<file path="src/rtl/mrc_pkg.sv">
// Package for the Modbus RTU response checker: transaction structs, codes,
// the CRC-16 byte update and the command queue default depth.
// No dependencies.
`default_nettype none

package mrc_pkg;

    // Input selector codes
    localparam logic [1:0] FUNC_ARM     = 2'd0;
    localparam logic [1:0] FUNC_BYTE    = 2'd1;
    localparam logic [1:0] FUNC_TIMEOUT = 2'd2;

    // Result kinds
    localparam logic KIND_DATA   = 1'b0;
    localparam logic KIND_STATUS = 1'b1;

    // Status codes
    localparam logic [2:0] ERR_OK       = 3'd0;
    localparam logic [2:0] ERR_SHORT    = 3'd1;
    localparam logic [2:0] ERR_CRC      = 3'd2;
    localparam logic [2:0] ERR_ADDR     = 3'd3;
    localparam logic [2:0] ERR_FUNCTION = 3'd4;

    localparam logic [15:0] CRC_INIT = 16'hFFFF;
    localparam logic [15:0] CRC_POLY = 16'hA001;

    localparam logic [9:0] LEN_MAX   = 10'd1023;
    localparam logic [9:0] LEN_WRITE = 10'd8;
    localparam logic [9:0] DATA_START = 10'd3;

    localparam int QDEPTH_DEFAULT = 4;

    typedef struct packed {
        logic [1:0] func;
        logic [7:0] rx_byte;
        logic [7:0] slave_addr;
        logic [7:0] function_code;
        logic [8:0] quantity;
    } t_in_item;

    typedef struct packed {
        logic        kind;
        logic [15:0] data_value;
        logic [7:0]  data_index;
        logic [2:0]  error_code;
    } t_out_item;

    typedef enum logic [1:0] {
        OP_ARM     = 2'd0,
        OP_BYTE    = 2'd1,
        OP_TIMEOUT = 2'd2
    } t_op;

    typedef enum logic [1:0] {
        MODE_WRITE = 2'd0,
        MODE_BITS  = 2'd1,
        MODE_REGS  = 2'd2
    } t_read_mode;

    // Classified command handed from front to back
    typedef struct packed {
        t_op        op;
        logic [7:0] rx_byte;
        logic [7:0] slave_addr;
        logic [7:0] function_code;
        t_read_mode mode;
        logic [9:0] length;
    } t_cmd;

    // Modbus CRC-16, one byte, LSB first
    function automatic logic [15:0] crc16_byte(input logic [15:0] crc_in,
                                               input logic [7:0]  data);
        logic [15:0] c;
        c = crc_in ^ {8'h00, data};
        for (int i = 0; i < 8; i++) begin
            if (c[0]) begin
                c = (c >> 1) ^ CRC_POLY;
            end else begin
                c = c >> 1;
            end
        end
        return c;
    endfunction

endpackage

`default_nettype wire

</file>
<file path="src/rtl/mrc_back.sv">
// Back end: frame state, running CRC, data extraction and status, with the
// output register. Depends on mrc_pkg.
`default_nettype none

module mrc_back (
    input  wire                     i_clk,
    input  wire                     i_rst_n,
    input  wire                     i_cmd_valid,
    input  wire mrc_pkg::t_cmd      i_cmd,
    output logic                    o_cmd_pop,
    output logic                    o_out_valid,
    input  wire                     i_out_ready,
    output mrc_pkg::t_out_item      o_out_item
);
    import mrc_pkg::*;

    logic        r_armed,      n_armed;
    logic [15:0] r_crc,        n_crc;
    logic [9:0]  r_byte_count, n_byte_count;
    logic [9:0]  r_length,     n_length;
    logic [7:0]  r_exp_addr,   n_exp_addr;
    logic [7:0]  r_exp_code,   n_exp_code;
    t_read_mode  r_mode,       n_mode;
    logic [7:0]  r_high_hold,  n_high_hold;
    logic        r_addr_mm,    n_addr_mm;
    logic        r_code_mm,    n_code_mm;
    logic        r_out_valid,  n_out_valid;
    t_out_item   r_out,        n_out;

    logic        w_fire;
    logic [15:0] w_crc_next;
    logic        w_last;
    logic        w_in_data;
    logic [9:0]  w_off;
    logic        w_addr_mm;
    logic        w_code_mm;
    logic [2:0]  w_err;

    assign w_fire    = i_cmd_valid && (!r_out_valid || i_out_ready);
    assign o_cmd_pop = w_fire;

    assign w_crc_next = crc16_byte(r_crc, i_cmd.rx_byte);
    assign w_last     = ({1'b0, r_byte_count} + 11'd1) >= {1'b0, r_length};
    assign w_in_data  = (r_byte_count >= DATA_START)
                     && (({1'b0, r_byte_count} + 11'd2) < {1'b0, r_length});
    assign w_off      = r_byte_count - DATA_START;
    assign w_addr_mm  = r_addr_mm
                     || ((r_byte_count == 10'd0) && (i_cmd.rx_byte != r_exp_addr));
    assign w_code_mm  = r_code_mm
                     || ((r_byte_count == 10'd1) && (i_cmd.rx_byte != r_exp_code));

    always_comb begin
        if (w_crc_next != 16'd0) begin
            w_err = ERR_CRC;
        end else if (w_addr_mm) begin
            w_err = ERR_ADDR;
        end else if (w_code_mm) begin
            w_err = ERR_FUNCTION;
        end else begin
            w_err = ERR_OK;
        end
    end

    always_comb begin
        n_armed      = r_armed;
        n_crc        = r_crc;
        n_byte_count = r_byte_count;
        n_length     = r_length;
        n_exp_addr   = r_exp_addr;
        n_exp_code   = r_exp_code;
        n_mode       = r_mode;
        n_high_hold  = r_high_hold;
        n_addr_mm    = r_addr_mm;
        n_code_mm    = r_code_mm;
        n_out        = r_out;
        n_out_valid  = r_out_valid && !i_out_ready;

        if (w_fire) begin
            n_out_valid = 1'b0;
            case (i_cmd.op)
                OP_ARM: begin
                    n_armed      = 1'b1;
                    n_crc        = CRC_INIT;
                    n_byte_count = '0;
                    n_length     = i_cmd.length;
                    n_exp_addr   = i_cmd.slave_addr;
                    n_exp_code   = i_cmd.function_code;
                    n_mode       = i_cmd.mode;
                    n_high_hold  = '0;
                    n_addr_mm    = 1'b0;
                    n_code_mm    = 1'b0;
                end
                OP_TIMEOUT: begin
                    if (r_armed) begin
                        n_armed     = 1'b0;
                        n_out_valid = 1'b1;
                        n_out       = '{kind: KIND_STATUS, data_value: 16'd0,
                                        data_index: 8'd0, error_code: ERR_SHORT};
                    end
                end
                OP_BYTE: begin
                    if (r_armed) begin
                        n_crc        = w_crc_next;
                        n_addr_mm    = w_addr_mm;
                        n_code_mm    = w_code_mm;
                        n_byte_count = r_byte_count + 10'd1;
                        if (w_last) begin
                            n_armed     = 1'b0;
                            n_out_valid = 1'b1;
                            n_out       = '{kind: KIND_STATUS, data_value: 16'd0,
                                            data_index: 8'd0, error_code: w_err};
                        end else if (w_in_data) begin
                            if (r_mode == MODE_BITS) begin
                                n_out_valid = 1'b1;
                                n_out       = '{kind: KIND_DATA,
                                                data_value: {8'd0, i_cmd.rx_byte},
                                                data_index: w_off[7:0],
                                                error_code: ERR_OK};
                            end else if (r_mode == MODE_REGS) begin
                                if (!w_off[0]) begin
                                    n_high_hold = i_cmd.rx_byte;
                                end else begin
                                    n_out_valid = 1'b1;
                                    n_out       = '{kind: KIND_DATA,
                                                    data_value: {r_high_hold,
                                                                 i_cmd.rx_byte},
                                                    data_index: w_off[8:1],
                                                    error_code: ERR_OK};
                                end
                            end
                        end
                    end
                end
                default: begin
                    n_out_valid = 1'b0;
                end
            endcase
        end
    end

    always_ff @(posedge i_clk) begin
        if (!i_rst_n) begin
            r_armed     <= 1'b0;
            r_out_valid <= 1'b0;
        end else begin
            r_armed     <= n_armed;
            r_out_valid <= n_out_valid;
        end
    end

    always_ff @(posedge i_clk) begin
        r_crc        <= n_crc;
        r_byte_count <= n_byte_count;
        r_length     <= n_length;
        r_exp_addr   <= n_exp_addr;
        r_exp_code   <= n_exp_code;
        r_mode       <= n_mode;
        r_high_hold  <= n_high_hold;
        r_addr_mm    <= n_addr_mm;
        r_code_mm    <= n_code_mm;
        r_out        <= n_out;
    end

    assign o_out_valid = r_out_valid;
    assign o_out_item  = r_out;

endmodule

`default_nettype wire

</file>
<file path="config.mk">
export PLATFORM = sky130hd
export DESIGN_NAME = mrc_back
export DESIGN_NICKNAME = d
export VERILOG_FILES = /design/src/rtl/mrc_pkg.sv /design/src/rtl/mrc_back.sv
export SDC_FILE = /design/constraint.sdc
export NUM_CORES = 1
export LEC_CHECK = 0
export BUFFER_PORTS_ARGS = -buffer_cell sky130_fd_sc_hd__buf_2
export CAP_MARGIN = 20
export CORE_ASPECT_RATIO = 0.7
export CORE_UTILIZATION = 59
export CTS_BUF_LIST = sky130_fd_sc_hd__clkbuf_2
export DETAILED_ROUTE_END_ITERATION = 10
export PLACE_DENSITY_LB_ADDON = 0.12
export SLEW_MARGIN = 20
export SYNTH_ARGS = -nofsm -noshare
export SYNTH_HDL_FRONTEND = slang
export SYNTH_SLANG_ARGS = --single-unit
</file>
<file path="constraint.sdc">
create_clock -name i_clk -period 5.65 [get_ports i_clk]
set_input_delay 0.2825 -clock i_clk [delete_from_list [all_inputs] [get_ports i_clk]]
set_output_delay 0.2825 -clock i_clk [all_outputs]
set_load 0.01 [all_outputs]
</file>
======== After elaboration in Yosys (flattened, before gate mapping) ========
Index checks and enable logic that the tools add are counted.
operators by class
  muxes and demuxes ....................... 46
  add/sub/neg operators ................... 4
  eq/ne operators ......................... 17
  bitwise logic cells ..................... 9
  reductions and logical operators ........ 21
  $lt $le $gt $ge ......................... 3
operator list
  cell                   number
  $mux 28                7
  $mux 16                9
  $pmux 28 s2            1
  $mux 8                 6
  $pmux 16 s2            1
  $not 2->3              8
  $pmux 10 s2            1
  $ne 8x8->1             2
  $pmux 8 s2             1
  $reduce_bool 16->1     1
  $xor 16x8->16          1
  $ne 2x2->1 const B     7
  $mux 1                 12
  $add 10x1->11 const B  1
  $add 10x2->11 const B  1
  $ge 11x10->1           1
  $lt 11x10->1           1
  $add 10x1->10 const B  1
  $eq 10x1->1 const B    1
  $ge 10x2->1 const B    1
  $logic_not 10->1       1
  $mux 10                1
  $mux 3                 3
  $sub 9x2->9 const B    1
  16 further kinds       30
word-level totals
  register bits after elaboration ......... 94
  output and inout bits ................... 30
  logic and storage cells ................. 115

======== Depth between registers and ports, before layout ========
  depth after elaboration ................. 22
  depth in mapped cells ................... 11

======== Worst setup path before layout ========
Ideal clock, no wire load.
  path kind ............................... reg2reg
  start ................................... register r_byte_count[2]
  end ..................................... register r_out, in the netlist o_out_item[0], enable pin
  buffers on the path ..................... 1
  arrival time ............................ 3,568 ps
  setup slack ............................. 1,659 ps
  stages on the path, launching flop included .. 10
  period minus slack after synthesis ...... 3,991 ps
  cells stage by stage .................... edfxtp_1 -> clkbuf_1 -> nand3_1 -> nor2_1 -> xor2_1 -> ha_1 -> a21o_1 -> a2111oi_0 -> o211ai_1 -> a21oi_1
between the ends
  longest elaborated chain between the ends .. 5
ends and longest elaborated chain
  element                         RTL line         text
  from (decl)                     mrc_back.sv:19   logic [9:0] r_byte_count, n_byte_count;
  from (signal assigned)          mrc_back.sv:153  r_byte_count <= n_byte_count;
  $add 10x2->11                   mrc_back.sv:45   && (({1'b0, r_byte_count} + 11'd2) < {1'b0, r_length});
  $lt 11x10->1                    mrc_back.sv:45
  $logic_and 1x1->1               mrc_back.sv:45
  $ne 3x3->1 (no line)            n/a
  $reduce_and 7->1 (no line) (*)  n/a
  to (signal assigned)            mrc_back.sv:161  r_out <= n_out;
  to (decl)                       mrc_back.sv:28   t_out_item r_out, n_out;
Every way passes the cells marked *; elsewhere a longest branch is shown, timed or not.
A chain may end at the register's enable or synchronous reset.

======== Worst setup path in the final report ========
  start ................................... register r_byte_count[0]
  end ..................................... register r_out, in the netlist o_out_item[5] (data pin)
between the ends
  longest elaborated chain between the ends .. 8
ends and longest elaborated chain
  element                                                                RTL line         text
  parallel branches: the longest is 5 deep, another holds $add 10x1->11  n/a
  $mux 28 (*)                                                            mrc_back.sv:107  if (w_last) begin
  $mux 28 (*)                                                            mrc_back.sv:102  if (r_armed) begin
  $pmux 28 s2 (*)                                                        mrc_back.sv:80   case (i_cmd.op)
Mark *: on every way between the ends. The select of a mux whose other input is x is not followed.

==> results.sh <==
export IMPL_status="completed"
export IMPL_period_minus_slack_ns=3.83
export IMPL_grt_pass1_wl_um=16900
export IMPL_final_cells=600
export IMPL_cts_sinks=94
export IMPL_ctsHoldBuffers=29
export IMPL_max_freq_mhz=261
export IMPL_diodes=0
export IMPL_portBuffers=71
export IMPL_grt_max_degree=40
export IMPL_fin_tns_setup_ns=0
export IMPL_cts_max_path_buffers=2
export IMPL_post_route_period_util_pct=67.7
export IMPL_worstPathMaxFanout=19
export IMPL_tightestPinTransition_ns=0.731
export IMPL_path_clk_slew_ns=0.26
export IMPL_grt_pass1_vias=3246
export IMPL_synthesis_area_um2=4880
export IMPL_via_per_inst=5.66
export IMPL_cp_start_kind="flop"
export IMPL_dp_cells=555
export IMPL_num_rows=27
export IMPL_yosys_warnings=0
export IMPL_rr_startpoint="r_byte_count[0]$_SDFFCE_PN0P_"
export IMPL_syn_inst=396
export IMPL_mostFrequentLayoutCell="edfxtp_1"
export IMPL_dp_hpwl_um=6960
export IMPL_yosysTopAreaCell="edfxtp_1"
export IMPL_nNetsFinal=566
export IMPL_startpoint="r_byte_count[0]$_SDFFCE_PN0P_"
export IMPL_slew_violations=0
export IMPL_synth_distinct_cells=50
export IMPL_wirelength_um=10400
export IMPL_p_leak_nw=2.27
export IMPL_vias=3398
export IMPL_cts_made_buffers=9
export IMPL_ys_flop_type="edfxtp_1"
export IMPL_antenna_found_initial=0
export IMPL_ant_nets=0
export IMPL_start_util_pct=61.5
export IMPL_final_cell_mix="edfxtp_1 (92), buf_2 (71), xnor2_1 (32), ha_1 (30), dlygate4sd3_1 (29)"
export IMPL_drive_gt1_share_pct=20.2
export IMPL_hold_viol=0
export IMPL_io_pins=72
export IMPL_yosysSeqAreaShare_pct=57.4
export IMPL_max_slew_margin_rel_pct=51.0
export IMPL_worstSkewPairLatency_ns=0.56
export IMPL_async_reset_ff_share_pct=0
export IMPL_fillers=550
export IMPL_synth_edf_count=92
export IMPL_cellPowerDensity_nw_per_um2=237
export IMPL_synth_nets=468
export IMPL_dr_pass1_iters=4
export IMPL_gp_routability_congestion=0.911
export IMPL_tritoncts="yes"
export IMPL_avgSynthCellArea_um2=12.3
export IMPL_drcViolationCount=0
export IMPL_fp_dieW_um=111
export IMPL_synth_seq_cells=94
export IMPL_grt_ovfl_total=0
export IMPL_setup_viol=0
export IMPL_cts_resized=0
export IMPL_finClkSkew_ns=0.0157
export IMPL_post_route_util_pct=72.4
export IMPL_arrival_ns=4.21
export IMPL_clock_root_buffer="clkbuf_2"
export IMPL_worstSetupEndpointType="flop"
export IMPL_drtIter0Drc=305
export IMPL_h_tree_depth=3
export IMPL_rsz0062_at_grt="false"
export IMPL_cp_required_ns=6.04
export IMPL_criticalPathCategory="reg -> reg"
export IMPL_synthToLayoutAreaGrowth_pct=17.7
export IMPL_power_mw=1.36
export IMPL_min_from="i_cmd_valid"
export IMPL_die_height_um=78.1
export IMPL_netlist_top_cells_area="edfxtp_1 (57%), ha_1 (7.7%), xnor2_1 (5.7%)"
export IMPL_dieArea_um2=8640
export IMPL_ir_drop_uv=187
export IMPL_cap_violations=0
export IMPL_avgRoutedWirePerCell_um=17.4
export IMPL_core_area_um2=7940
export IMPL_hold_path_class="in -> reg"
export IMPL_synth_top_area_share_pct=56.6
export IMPL_track_usage_pct=26.1
export IMPL_postCtsSetupRepairBufs=0
[metrics by stage]
step                      hold WS (ns)  setup slack, ns  cell area [um^2]
final                           0.0998             1.82              5740
after global routing            0.0579             1.53              5740
after CTS                       0.0576             1.59              5740
after detailed placement         0.461             1.62              5320
after global placement           0.458             1.73              5320
after floorplan                  0.381             1.66              4880
[state kept, by name, indices dropped and copies added (netlist names)]
register	cells
r_byte_count	10
r_exp_code	8
r_code_mm	1
r_length	10
r_armed	1
r_crc	16
r_exp_addr	8
r_addr_mm	1
o_out_item	28
r_high_hold	8
o_out_valid	1
r_mode	2
[worst paths after layout]
check                                      to  slack (ns)  cells past startpoint
setup reg to reg  o_out_item[5]$_SDFFCE_PP0P_        1.82                     11
hold reg to reg        r_crc[1]$_SDFFCE_PN1P_        0.57                      1
hold / removal         o_out_valid$_SDFF_PN0_         0.1                      5
setup / recovery  o_out_item[5]$_SDFFCE_PP0P_        1.82                     11
[layer usage]
| layer | routed length, um | global-route usage, % | up-vias |
|---|---|---|---|
| li1 | - | - | 1624 |
| met1 | 4930 | 38.5 | 1617 |
| met2 | 4550 | 38.4 | 145 |
| met3 | 823 | 6.25 | 12 |
| met4 | 102 | 7.87 | 0 |
| met5 | 0 | 0 | - |
[cell families (layout without fill, tap and decap cells)]
family,after synthesis,count (layout),share of synthesized area [%]
muxes,3,3,0.615
buffers and inverters,35,138,2.82
xor gates and xnor gates,57,57,10.2
adders and majority gates,30,30,7.69
AOI/OAI and AO/OA,50,50,7.41
and+or+nand+nor,127,127,13.8
DFF,94,94,57.4
[report_power, final]
group | leakage (nW) | switching, mW | internal (mW) | total [mW]
Sequential | 0.854 | 0.0153 | 0.799 | 0.814
Clock | 0.0708 | 0.239 | 0.108 | 0.346
Combinational | 1.34 | 0.114 | 0.0898 | 0.203
Total | 2.27 | 0.367 | 0.997 | 1.36
[layout make-up]
class	instances	area (um^2)	share of cell area, %
flip-flops and latches	94	2800	48.8
clock buffers	9	45.0	0.784
multi-input cells	267	1950	34.0
repair buffers	103	668	11.6
clock inverters	7	78.8	1.37
inverters	19	71.3	1.24
well taps	101	126	2.20
[Yosys cell counts (all sizes together) (4+ instances only)]
master / number
xor2: 25
edfxtp: 92
a211oi: 6
nand2b: 9
nand4: 6
nand3: 8
and2: 27
inv: 19
clkbuf: 10
ha: 30
and3: 12
buf: 6
xnor2: 32
nor2: 24
nor4: 4
a21oi: 12
nand2: 22
o21ai: 5
nor3: 5
[critical path, stage by stage (launching register included)]
cell and delay (ns):
edfxtp_1 0.71, ha_1 0.29, nand3_1 0.20, nor2_1 0.18
xor2_1 0.20, ha_1 0.27, and2_0 0.19, a221o_1 0.32
a41o_1 0.24, a21boi_2 0.58, inv_2 0.20, a211oi_1 0.26
Power figures use the tool's default switching activity.
